### src/hw/rtl/sac_pkg.sv
// Shared types and constants of the set-associative LRU cache model.
// No dependencies; every other file of the block but sac_ram imports this package.
package sac_pkg;

  localparam int ADDR_W = 64;
  localparam int TAG_W  = 63;
  localparam int CNT_W  = 32;

  localparam int CFG_IDX_W  = 2;
  localparam int CFG_DATA_W = 6;

  typedef enum logic [CFG_IDX_W-1:0] {
    CFG_SET_BITS   = 2'd0,
    CFG_WAYS       = 2'd1,
    CFG_BLOCK_BITS = 2'd2
  } cfg_reg_t;

  typedef enum logic [1:0] {
    OP_LOAD   = 2'd0,
    OP_STORE  = 2'd1,
    OP_MODIFY = 2'd2
  } opcode_t;

  localparam logic [2:0] SET_BITS_RST   = 3'd4;
  localparam logic [3:0] WAYS_RST       = 4'd1;
  localparam logic [5:0] BLOCK_BITS_RST = 6'd4;

endpackage

### src/hw/rtl/sac_row_upd.sv
// Recency update of one set row: promote the target way, age the valid ways ranked below it.
// Depends on sac_pkg.
module sac_row_upd import sac_pkg::*; #(
  parameter int WAYS = 8,
  localparam int RW = (WAYS > 1) ? $clog2(WAYS) : 1
) (
  input  logic [WAYS-1:0]         vld_i,
  input  logic [WAYS-1:0][RW-1:0] rank_i,
  input  logic [RW-1:0]           tgt,
  input  logic                    fresh,
  output logic [WAYS-1:0]         vld_o,
  output logic [WAYS-1:0][RW-1:0] rank_o
);

  logic [RW:0] old_rank;

  assign old_rank = fresh ? (RW+1)'(WAYS) : {1'b0, rank_i[tgt]};

  always_comb begin
    for (int i = 0; i < WAYS; i++) begin
      if (RW'(i) == tgt) begin
        vld_o[i]  = 1'b1;
        rank_o[i] = '0;
      end else begin
        vld_o[i] = vld_i[i];
        if (vld_i[i] && ({1'b0, rank_i[i]} < old_rank)) begin
          rank_o[i] = rank_i[i] + RW'(1);
        end else begin
          rank_o[i] = rank_i[i];
        end
      end
    end
  end

endmodule

### config.mk
export PLATFORM = sky130hd
export DESIGN_NAME = sac_row_upd
export DESIGN_NICKNAME = d
export VERILOG_FILES = /design/src/hw/rtl/sac_pkg.sv /design/src/hw/rtl/sac_row_upd.sv
export SDC_FILE = /design/constraint.sdc
export NUM_CORES = 1
export LEC_CHECK = 0
export BUFFER_PORTS_ARGS = -buffer_cell sky130_fd_sc_hd__buf_2
export CORE_MARGIN = 5
export CORE_UTILIZATION = 53
export DETAILED_ROUTE_END_ITERATION = 10
export GPL_TIMING_DRIVEN = 1
export PLACE_DENSITY_LB_ADDON = 0.25
export SLEW_MARGIN = 20
export SYNTH_ARGS = -nofsm -noshare
export SYNTH_HDL_FRONTEND = slang
export SYNTH_SLANG_ARGS = --single-unit
### constraint.sdc
create_clock -name vclk -period 6.1
set_input_delay 0.61 -clock vclk [all_inputs]
set_output_delay 0.61 -clock vclk [all_outputs]
set_load 0.02 [all_outputs]
==> impl_metrics.tcl, run 1 <==
set metrics [dict create \
    nFillCells 238 \
    cts_hold_buf 0 \
    ys_seq_area_share_pct 0 \
    worst_pin_slew_ps 439 \
    max_slew_margin_pct 70.7 \
    synthCells 169 \
    ys_top_cells_by_area "ha_1 (22%), mux2i_1 (9.0%), o21a_1 (6.7%)" \
    num_rows 18 \
    synth_top_cell_area_share_pct 22.5 \
    ys_warn_count 0 \
    cp_max_fo 19 \
    max-cap-violations 0 \
    post_cts_resized 0 \
    io_pins 68 \
    drt_first_iter_violations 52 \
    portBuffers 68 \
    gp_congestion 0.809 \
    final.clkbuf_count 0 \
    mappedNetlistArea_um2 1340 \
    yosysUniqueCellTypes 30 \
    rsz0062_at_grt "false" \
    crit_type "primary input to primary output" \
    cp-end-kind "primary output" \
    hold_path_class "primary input to primary output" \
    syn_nets 229 \
    syn_to_final_growth_pct 25.6 \
    fin_crit_ps 3880 \
    setup_viol_count_final 0 \
    fp.dieW_um 60.2 \
    nNetsFinal 294 \
    startpoint_type "primary input" \
    leakagePower_nw 0.856 \
    final_common_cell "buf_2" \
    maxSlewViolCount 0 \
    die_h_um 60.2 \
    tns_ps 0 \
    vias 1513 \
    design.seq.count 0 \
    post_cts_buffers 0 \
    wirelength_um 3650 \
    hpwl_um 3040 \
    grt_pass1_vias 1381 \
    status "complete, no violations" \
    globalRouteOverflowTotal 0 \
    syn_avg_cell_area_um2 7.91 \
    setup_slack_ps 2220 \
    grt_max_degree 20 \
    critPathArrivalTime_ps 3270 \
    pre_cts_ws_ps 2260 \
    p_per_area_nw_per_um2 101 \
    synth_top_area_cell "ha_1" \
    regArea_um2 0 \
    fin_area_um2 1680 \
    drt-vias-per-instance 5.77 \
    fmax_mhz 258 \
    cp.required_ps 5490 \
    drc_errors 0 \
    design.die.area_um2 3630 \
    final_cell_mix "buf_2 (68), ha_1 (24), nor2_1 (15)" \
    postRouteAntennaNets 0 \
    firstDrtPassIters 4 \
    grt_usage_pct 19.8 \
    grt_pass1_wl_um 5850 \
    core_um2 2450 \
    initial_core_util_pct 54.4 \
    routedWlPerCell_um 13.9 \
    whs_ps 1550 \
    antenna_found_initial 0 \
    peakVddDrop_mv 0.0649 \
    final_core_util_pct 68.3 \
    multiInputGateArea_um2 1280 \
    num_antenna_cells 0 \
    drive_above_1_share_pct 34.9 \
    post-route-period-util_pct 63.6 \
    placed_cell_area_um2 1680 \
    finalHoldViolations 0 \
]
## where the power goes
part           total [mW]  leakage (nW)  switching (mW)  internal (mW)
clock                   0             0               0              0
combinational       0.169         0.856          0.0984         0.0707
sequential              0             0               0              0
## layer usage
layer	global-route usage, %	vias to the layer above	wire length [µm]
met5	0	-	0
met4	1.58	0	29
met3	0.432	4	209
met2	36.6	46	1740
met1	26.2	679	1670
li1	-	784	-
## stage by stage
stage / cells / total power [mW]
finish: 262 / 0.169
global route: 262 / 0.187
CTS: 262 / 0.170
detailed placement: 262 / 0.169
global placement: 262 / 0.166
floorplan: 169 / 0.116
## layout make-up
cell class | instances | share of cell area, %
inverter | 4 | 0.895
multi-input combinational | 160 | 76.6
tap | 30 | 2.24
timing repair buffer | 68 | 20.3
## worst max-delay path, cell delays in order
cell	delay, ps
buf_2	330
mux4_1	620
mux2i_1	130
or2_2	230
ha_1	260
o21a_1	100
o21bai_1	120
a32oi_1	120
or3_1	360
a21oi_1	180
buf_2	190
## synth_stat cells, types with 5 or more instances
| cell | number |
|---|---|
| mux2i_1 | 12 |
| or2_2 | 7 |
| nand2b_1 | 8 |
| ha_1 | 24 |
| or3_1 | 5 |
| o21ai_0 | 8 |
| nor2_1 | 15 |
| and3_1 | 5 |
| nand2_1 | 13 |
| o21a_1 | 12 |
| nor4b_1 | 8 |
## logic make-up (layout without fill, tap and decap cells)
| group | count (synthesis) | count (layout) | share of synthesized area [%] |
|---|---|---|---|
| simple gates | 69 | 69 | 28.2 |
| compound gates | 45 | 45 | 25.2 |
| buf+inv | 9 | 72 | 3.84 |
| fa+ha+maj | 24 | 24 | 22.5 |
| xor+xnor | 4 | 4 | 2.62 |
| mux | 18 | 18 | 17.7 |
## path summary, 6_finish.rpt
check,start,to,cells past startpoint
max,tgt[1],rank_o[2],11
min,vld_i[4],vld_o[4],3
No activity file was read; power rests on OpenSTA's default activity.
==> run 2, diff against run 1 <==
Settings changed: CORE_UTILIZATION 53 to 44.
Clock period 6.1 ns to 3.26 ns, I/O delays scaled along.
==> run 2 against run 1 <==
  * First-iteration DRC count increased by 54%
  * Cell count increased by 1.5%
  * Hold slack got worse by 570 ps
  * Non-clock buffer count increased by 1
  * Sequential share of layout area unchanged
  * Routed wire length increased by 2.0%
  * Utilization decreased by 11 points
  * Sequential cell count unchanged
  * Via count increased by 1.5%
  * Critical path depth unchanged
  * Worst setup slack got worse by 2100 ps
==> impl_metrics.tcl, run 2 (synthesized netlist as in run 1, its figures left out) <==
set metrics [dict create \
    status "complete, no violations" \
    worst_path_max_delay_cell "mux4_1" \
    instances_no_fill 266 \
    wirelength_um 3730 \
    post_cts_resized 0 \
    final_common_cell "buf_2" \
    switching_share_pct 57.8 \
    slowest_delay_ps 580 \
    p_per_area_nw_per_um2 187 \
    pwr-share-comb_pct 100.0 \
    postRouteAntennaNets 0 \
    finalHoldViolations 0 \
    crit_buf_inv 2 \
    regArea_um2 0 \
    worst_pin_slew_ps 467 \
    num_antenna_cells 0 \
    crit_family "multiplexers" \
    maxSlewViolCount 0 \
    design.die.area_um2 4240 \
    cp-end-kind "primary output" \
    drive_above_1_share_pct 36.1 \
    grt_pass1_vias 1442 \
    hpwl_um 3130 \
    max_slew_margin_pct 68.9 \
    io_pins 68 \
    gp_congestion 0.739 \
    cts_hold_buf 0 \
    cp.required_ps 2930 \
    design.seq.count 0 \
    nNetsFinal 295 \
    final_cell_mix "buf_2 (66), ha_1 (24), nor2_1 (15)" \
    grt_usage_pct 17.6 \
    fp.dieW_um 65.1 \
    core_um2 2980 \
    fmax_mhz 323 \
    die_h_um 65.1 \
    tns_ps 0 \
    rsz0062_at_grt "true" \
    drt_first_iter_violations 80 \
    p_sw_mw 0.185 \
    post_cts_buffers 0 \
    fin_crit_ps 3090 \
    routedWlPerCell_um 14.0 \
    placed_cell_area_um2 1690 \
    fin_area_um2 1710 \
    initial_core_util_pct 44.9 \
    drt-vias-per-instance 5.77 \
    portBuffers 68 \
    nFillCells 290 \
    p_int_mw 0.135 \
    drc_errors 0 \
    peakVddDrop_mv 0.0855 \
    path_cells "clkbuf_4, mux4_1, mux2i_1, or2_2, ha_1, o21a_1, o21bai_1, a32oi_1, or3_1, a21oi_1, buf_2" \
    dp.cells 266 \
    startpoint_type "primary input" \
    post-route-period-util_pct 94.9 \
    grt_max_degree 15 \
    antenna_found_initial 0 \
    max-cap-violations 0 \
    num_rows 20 \
    globalRouteOverflowTotal 0 \
    vias 1535 \
    syn_to_final_growth_pct 27.8 \
    firstDrtPassIters 4 \
    leakagePower_nw 0.865 \
    final.clkbuf_count 0 \
    setup_viol_count_final 0 \
    crit_type "primary input to primary output" \
    pwr-share-seq_pct 0 \
    clockPowerShare_pct 0 \
    grt_pass1_wl_um 6340 \
    critPathArrivalTime_ps 2770 \
    hold_path_class "primary input to primary output" \
    cp_max_fo 14 \
]
==> run 2: cell types whose count changed in the layout (fill, tap and decap cells not counted), sizes merged <==
cell,previous run,this run
buf,68,67
clkbuf,0,2
==> run 2: stage by stage <==
step	utilization (%)	power, mW	setup slack [ps]	hold slack, ps
5_1_grt	57.4	0.357	-5.63	1010
2_1_floorplan	-	0.216	368	793
4_1_cts	56.7	0.319	96.3	988
6_report	57.4	0.320	166	985
3_5_place_dp	56.7	0.317	100	986
3_3_place_gp	56.7	0.312	188	983
==> run 2: power groups by stage <==
stage               combinational [mW]  clock (mW)  sequential [mW]
finish                           0.320           0                0
CTS                              0.319           0                0
global route                     0.357           0                0
global placement                 0.312           0                0
floorplan                        0.216           0                0
detailed placement               0.317           0                0
==> run 2: layer usage <==
metal	track usage, %	routed length [µm]	share of wire, %
met5	0	0	0
met4	0	0	0
met3	1.03	192	5.2
met2	32.4	1760	47
met1	23.9	1770	48
==> run 2: area by class of cell <==
class / instances / area, µm² / area share, %
Tap cell: 33 / 41.3 / 2.42
Inverter: 4 / 15.0 / 0.879
Timing Repair Buffer: 69 / 353 / 20.7
Multi-Input combinational cell: 160 / 1300 / 76.0
==> run 2: final timing paths <==
path | from | end | cells after the start | slack [ps]
worst max-delay path | tgt[1] | rank_o[2] | 11 | 170
worst min-delay path | vld_i[7] | vld_o[7] | 3 | 990
==> run 2: worst min-delay path: cells and delay by family <==
| family | cells | cell delay (ps) |
|---|---|---|
| buffers and inverters | 2 | 240 |
| and+or+nand+nor | 1 | 90 |
