File: src/hw/rtl/sac_ram.sv
// Generic single-write, single-read RAM with registered read data.
// No dependencies.
module sac_ram #(
  parameter int WIDTH = 8,
  parameter int DEPTH = 16,
  localparam int AW = (DEPTH > 1) ? $clog2(DEPTH) : 1
) (
  input  logic             clk,
  input  logic             we,
  input  logic [AW-1:0]    waddr,
  input  logic [WIDTH-1:0] wdata,
  input  logic             re,
  input  logic [AW-1:0]    raddr,
  output logic [WIDTH-1:0] rdata
);

  logic [WIDTH-1:0] mem_r [DEPTH];
  logic [WIDTH-1:0] rdata_r;

  always_ff @(posedge clk) begin
    if (we) begin
      mem_r[waddr] <= wdata;
    end
    if (re) begin
      rdata_r <= mem_r[raddr];
    end
  end

  assign rdata = rdata_r;

endmodule

File: config.mk
export PLATFORM = sky130hd
export DESIGN_NAME = sac_ram
export DESIGN_NICKNAME = d
export VERILOG_FILES = /design/src/hw/rtl/sac_ram.sv
export SDC_FILE = /design/constraint.sdc
export NUM_CORES = 1
export LEC_CHECK = 0
export BUFFER_PORTS_ARGS = -buffer_cell sky130_fd_sc_hd__buf_2
export CORE_ASPECT_RATIO = 0.7
export CORE_MARGIN = 4
export CORE_UTILIZATION = 25
export CTS_CLUSTER_DIAMETER = 200
export CTS_CLUSTER_SIZE = 20
export DETAILED_ROUTE_END_ITERATION = 8
export PLACE_DENSITY = 0.39
export SLEW_MARGIN = 30
export SYNTH_ARGS = -nofsm -noshare
export SYNTH_HDL_FRONTEND = slang
export SYNTH_SLANG_ARGS = --single-unit
export TNS_END_PERCENT = 5
File: constraint.sdc
create_clock -name clk -period 1.7 [get_ports clk]
set_input_delay 0.085 -clock clk [delete_from_list [all_inputs] [get_ports clk]]
set_output_delay 0.085 -clock clk [all_outputs]
set_load 0.01 [all_outputs]
==> impl_metrics.json, run 1 <==
{
  "worst_pin_slew_ns": 0.892,
  "pre_cts_ws_ns": 0.0215,
  "fin_tns_setup_ns": 0,
  "synthAdderAreaFrac": 0,
  "leakagePower_uw": 0.00214,
  "clock-sinks": 136,
  "cts_tree": "done",
  "cts_setup_buffers": 0,
  "layout.nets": 309,
  "detail_route.wl_per_cell_um": 21.1,
  "drtAntennaViolNets": 0,
  "cts-root-buf": "clkbuf_16",
  "r2r-end": "rdata[1]",
  "ir_drop_mv": 0.745,
  "drt_wl_total_mm": 12.1,
  "hold_buffers": 0,
  "ios": 27,
  "synth_area_leaders": "edfxtp_1 78%, mux4_2 7.8%, mux4_1 7.0%",
  "fin_crit_sh": 0.869,
  "layout-drive-gt1-share": 0.333,
  "synthMuxAreaShare": 0.148,
  "max_slew_margin": 0.404,
  "syn_area_mm2": 0.00523,
  "synth_top_family_by_area": "multiplexers",
  "clkLatencyLatePin_ns": 0.41,
  "antennaDiodeCount": 0,
  "dr.pass1.iters": 4,
  "final_util": 0.320,
  "vias": 2492,
  "grt_pass1_wl_mm": 17.8,
  "synthArstFlopShare": 0,
  "clkTransAtPathRegs_ns": 0.06,
  "timing.hold.ws_ns": 0.0682,
  "synth_top_area_frac": 0.781,
  "start_kind": "register",
  "drc_errors": 0,
  "htreeDepth": 4,
  "worstSetupPathType": "reg2reg",
  "clock_path_buffers": 2,
  "rows": 43,
  "gp_congestion": 0.679,
  "cp-endpoint": "rdata[1]",
  "cts_resized": 0,
  "syn_avg_cell_area_um2": 22.8,
  "antenna_found_initial": 0,
  "grt_max_degree": 17,
  "via_per_inst": 4.35,
  "postSynthCellCount": 229,
  "yosys.area.top_type": "edfxtp_1",
  "grt_pass1_vias": 2615,
  "drt_iter0_drc": 173,
  "finalWorstSetupSlack_ns": 0.222,
  "die_w_um": 181,
  "rr_worst_depth": 3,
  "hp-class": "in2reg",
  "grt.total_usage": 0.108,
  "synthToLayoutAreaGrowth_pct": 23.5,
  "syn_nets": 248,
  "yosys_warnings": 0,
  "crit_required_ns": 1.85,
  "crit_path_start": "mem_r[1][1]",
  "rr_startpoint": "mem_r[1][1]",
  "cap_violations": 0,
  "report.final.hold_viol_count": 0,
  "power_density_mw_per_mm2": 1220,
  "synth_simple_gate_area_frac": 0.0314,
  "synthTopCellsByCount": "136 x edfxtp_1, 18 x mux4_2, 16 x a22oi_1",
  "critPathCaptureType": "register",
  "r2r_setup_slack_ns": 0.22,
  "overflow": 0,
  "skew_ns": 0.00994,
  "synth-xor-area-share": 0,
  "synth.distinct_cells": 18,
  "fmax_ghz": 0.677,
  "synth.most_common_cell": "edfxtp_1",
  "ys_seq_area_frac": 0.781,
  "crit_fanout": 1,
  "synth-seq-cells": 136,
  "worstHoldStart": "wdata[3]",
  "dieArea_mm2": 0.0233,
  "start_util": 0.259,
  "place_inst": 541,
  "synth_compound_area_frac": 0.0230,
  "rsz0062_at_grt": "false",
  "nFillCells": 1961,
  "fp.dieH_um": 129,
  "core_area_mm2": 0.0202,
  "io_buffers": 26,
  "ys.flop_type": "edfxtp_1",
  "hpwl_mm": 8.09,
  "numCtsBuffers": 17,
  "final_cells": 573,
  "final.min_clock_period_ns": 1.48,
  "finalSetupViolations": 0,
  "cp_data_arrival_time_ns": 1.63,
  "synth_edf_count": 136,
  "finalMaxSlewViolations": 0,
  "status": "complete, no violations"
}
where the power goes:
group	internal (µW)	switching [µW]	leakage, µW
sequential	3780	24.5	0.00124
combinational	164	217	0.000626
clock	2320	1400	0.000281
total	6260	1640	0.00214
logic make-up after synthesis:
logic type,Yosys count
buffers and inverters,10
DFF,136
muxes,32
AOI/OAI and AO/OA,16
and+or+nand+nor,35
metal layers:
layer / routed length, µm / GRT usage / vias up / share of wire
li1: - / - / 1105 / -
met1: 6230 / 0.165 / 1328 / 0.52
met2: 5170 / 0.151 / 53 / 0.43
met3: 610 / 0.0274 / 6 / 0.051
met4: 55 / 0.0293 / 0 / 0.0046
met5: 0 / 0 / - / 0
worst max-delay path: stages (launching register included):
cell      delay (ns)
edfxtp_1        0.37
mux4_1          0.52
a22oi_1         0.26
nand2_1         0.08
sequential cells by signal, summed over array words and instances, names as in the netlist:
name / count
rdata: 8
mem_r: 128
how the worst min path moves through the flow:
stage / to / slack [ns] / depth (start not counted)
4_1_cts: mem_r[0][5] / 0.06 / 1
5_1_grt: mem_r[0][5] / 0.07 / 1
2_1_floorplan: mem_r[0][0] / 0.18 / 0
6_report: mem_r[7][3] / 0.07 / 1
3_3_place_gp: mem_r[14][5] / 0.48 / 1
3_5_place_dp: mem_r[15][5] / 0.49 / 1
cell usage in the layout, fill, tap and decap left out:
| master | n |
|---|---|
| and2b_1 | 1 |
| clkinv_2 | 1 |
| mux4_2 | 18 |
| mux4_1 | 14 |
| or3b_2 | 1 |
| clkinvlp_4 | 4 |
| nor2_1 | 13 |
| clkbuf_16 | 17 |
| clkinv_4 | 2 |
| clkinv_1 | 1 |
| a22oi_1 | 16 |
| nand3b_1 | 2 |
| and2_1 | 1 |
| inv_6 | 3 |
| nor3_1 | 4 |
| bufinv_16 | 3 |
| buf_12 | 4 |
| clkbuf_1 | 1 |
| nand2_1 | 9 |
| nand2b_1 | 2 |
| edfxtp_1 | 136 |
| buf_2 | 26 |
| nor2b_1 | 1 |
| buf_4 | 22 |
| nand3_1 | 1 |
per-stage QoR:
stage	cell area, µm²	power [µW]
detailed placement	5850	4270
global route	6460	8200
global placement	5850	4260
finish	6460	7900
floorplan	5230	4060
CTS	6460	8020
cell type report:
class                      count  area [µm²]  share of cell area
sequential                   136        4080               0.633
multi-input combinational     83        1060               0.164
clock buffer                  18         429              0.0665
timing repair buffer          52         375              0.0581
tap                          270         338              0.0523
clock inverter                14         173              0.0267
(Power assumes the default switching activity.)
==> run 2: changes to the inputs <==
- RECOVER_POWER: unset -> 50
==> run 2 against run 1 <==
  * Global-route usage unchanged
  * Register-to-register slack got worse by 0.03 ns
  * Die area unchanged
  * Via count decreased by 0.12%
  * Maximum frequency decreased by 1.9%
  * Setup slack got worse by 0.028 ns
  * Largest cell class unchanged
  * Cell count unchanged
  * Clock skew about the same
  * Combinational power decreased by 1%
  * Design area decreased by 0.31%
  * Wire length about the same
==> impl_metrics.json, run 2 (same netlist as run 1, synthesis figures left out) <==
{
  "status": "complete, no violations",
  "drt_wl_total_mm": 12.1,
  "overflow": 0,
  "rsz0062_at_grt": "false",
  "fin_crit_sh": 0.886,
  "rows": 43,
  "crit_required_ns": 1.85,
  "die_w_um": 181,
  "registers.top_by_ff_count": "mem_r",
  "hold_buffers": 0,
  "synthToLayoutAreaGrowth_pct": 23.1,
  "hpwl_mm": 8.09,
  "finalSetupViolations": 0,
  "final_cell_mix": "136 x edfxtp_1, 20 x buf_4, 18 x mux4_2, 17 x clkbuf_16",
  "clock-sinks": 136,
  "cts-root-buf": "clkbuf_16",
  "ios": 27,
  "start_util": 0.259,
  "layout-drive-gt1-share": 0.294,
  "report.final.hold_viol_count": 0,
  "detail_route.wl_per_cell_um": 21.1,
  "leakagePower_uw": 0.00211,
  "dr.pass1.iters": 4,
  "max_slew_margin": 0.401,
  "cts_tree": "done",
  "grt.total_usage": 0.108,
  "start_kind": "register",
  "io_buffers": 26,
  "hp-class": "in2reg",
  "drc_errors": 0,
  "antenna_found_initial": 0,
  "finalMaxSlewViolations": 0,
  "cap_violations": 0,
  "drtAntennaViolNets": 0,
  "fp.dieH_um": 129,
  "clkTransAtPathRegs_ns": 0.06,
  "cts_setup_buffers": 0,
  "cp_data_arrival_time_ns": 1.66,
  "vias": 2489,
  "layout.nets": 309,
  "dieArea_mm2": 0.0233,
  "fmax_ghz": 0.664,
  "via_per_inst": 4.34,
  "gp_congestion": 0.679,
  "grt_pass1_vias": 2615,
  "final_common_cell": "edfxtp_1",
  "worstSetupPathType": "reg2reg",
  "grt_pass1_wl_mm": 17.8,
  "clkLatencyLatePin_ns": 0.41,
  "ir_drop_mv": 0.745,
  "fin_tns_setup_ns": 0,
  "largest_reg_flops": 128,
  "worst_pin_slew_ns": 0.896,
  "grt_max_degree": 17,
  "crit_fanout": 1,
  "numCtsBuffers": 17,
  "cts_resized": 0,
  "clock_path_buffers": 2,
  "hold_depth": 1,
  "final.min_clock_period_ns": 1.51,
  "drt_iter0_drc": 183,
  "skew_ns": 0.00999,
  "power_density_mw_per_mm2": 1230,
  "htreeDepth": 4,
  "critPathCaptureType": "register",
  "antennaDiodeCount": 0,
  "rr_worst_depth": 3,
  "core_area_mm2": 0.0202,
  "timing.hold.ws_ns": 0.205
}
run 2: changes by cell type in the layout (fill, tap and decap cells not counted):
cell,before,now
clkbuf_1,1,13
buf_4,22,20
buf_2,26,16
run 2: cell type report:
class	instances	area [µm²]
Fill cell	1970	13700
Sequential cell	136	4080
Multi-Input combinational cell	83	1060
Clock buffer	18	429
Timing Repair Buffer	52	355
Tap cell	270	338
Clock inverter	14	173
run 2: path summary, 6_finish.rpt:
kind                from           end  slack [ns]
max          mem_r[1][1]      rdata[1]        0.19
min             wdata[5]  mem_r[15][5]        0.21
max reg2reg  mem_r[1][1]      rdata[1]        0.19
min reg2reg  mem_r[8][3]      rdata[3]        0.76
run 2: power by group:
part	internal, µW	switching, µW
logic	160	216
clock network	2320	1400
registers	3780	24.6
run 2: worst max-delay path: stages (launching register included):
cell and delay [ns]:
edfxtp_1 0.37, mux4_1 0.52, a22oi_1 0.28, nand2_1 0.09
run 2: through the flow:
stage	instances	worst slack (ns)	area, µm²	total power (µW)	util
floorplan	229	0.122	5230	4060	-
global placement	541	0.0254	5850	4260	0.290
detailed placement	541	0.0215	5850	4270	0.290
CTS	573	0.169	6460	8020	0.320
global route	573	0.133	6440	8190	0.319
finish	573	0.194	6440	7900	0.319
run 2: metal layers:
layer / up-vias / GRT usage / wire length (µm)
li1: 1105 / - / -
met1: 1329 / 0.165 / 6280
met2: 49 / 0.151 / 5160
met3: 6 / 0.0274 / 581
met4: 0 / 0.0293 / 55
met5: - / 0 / 0
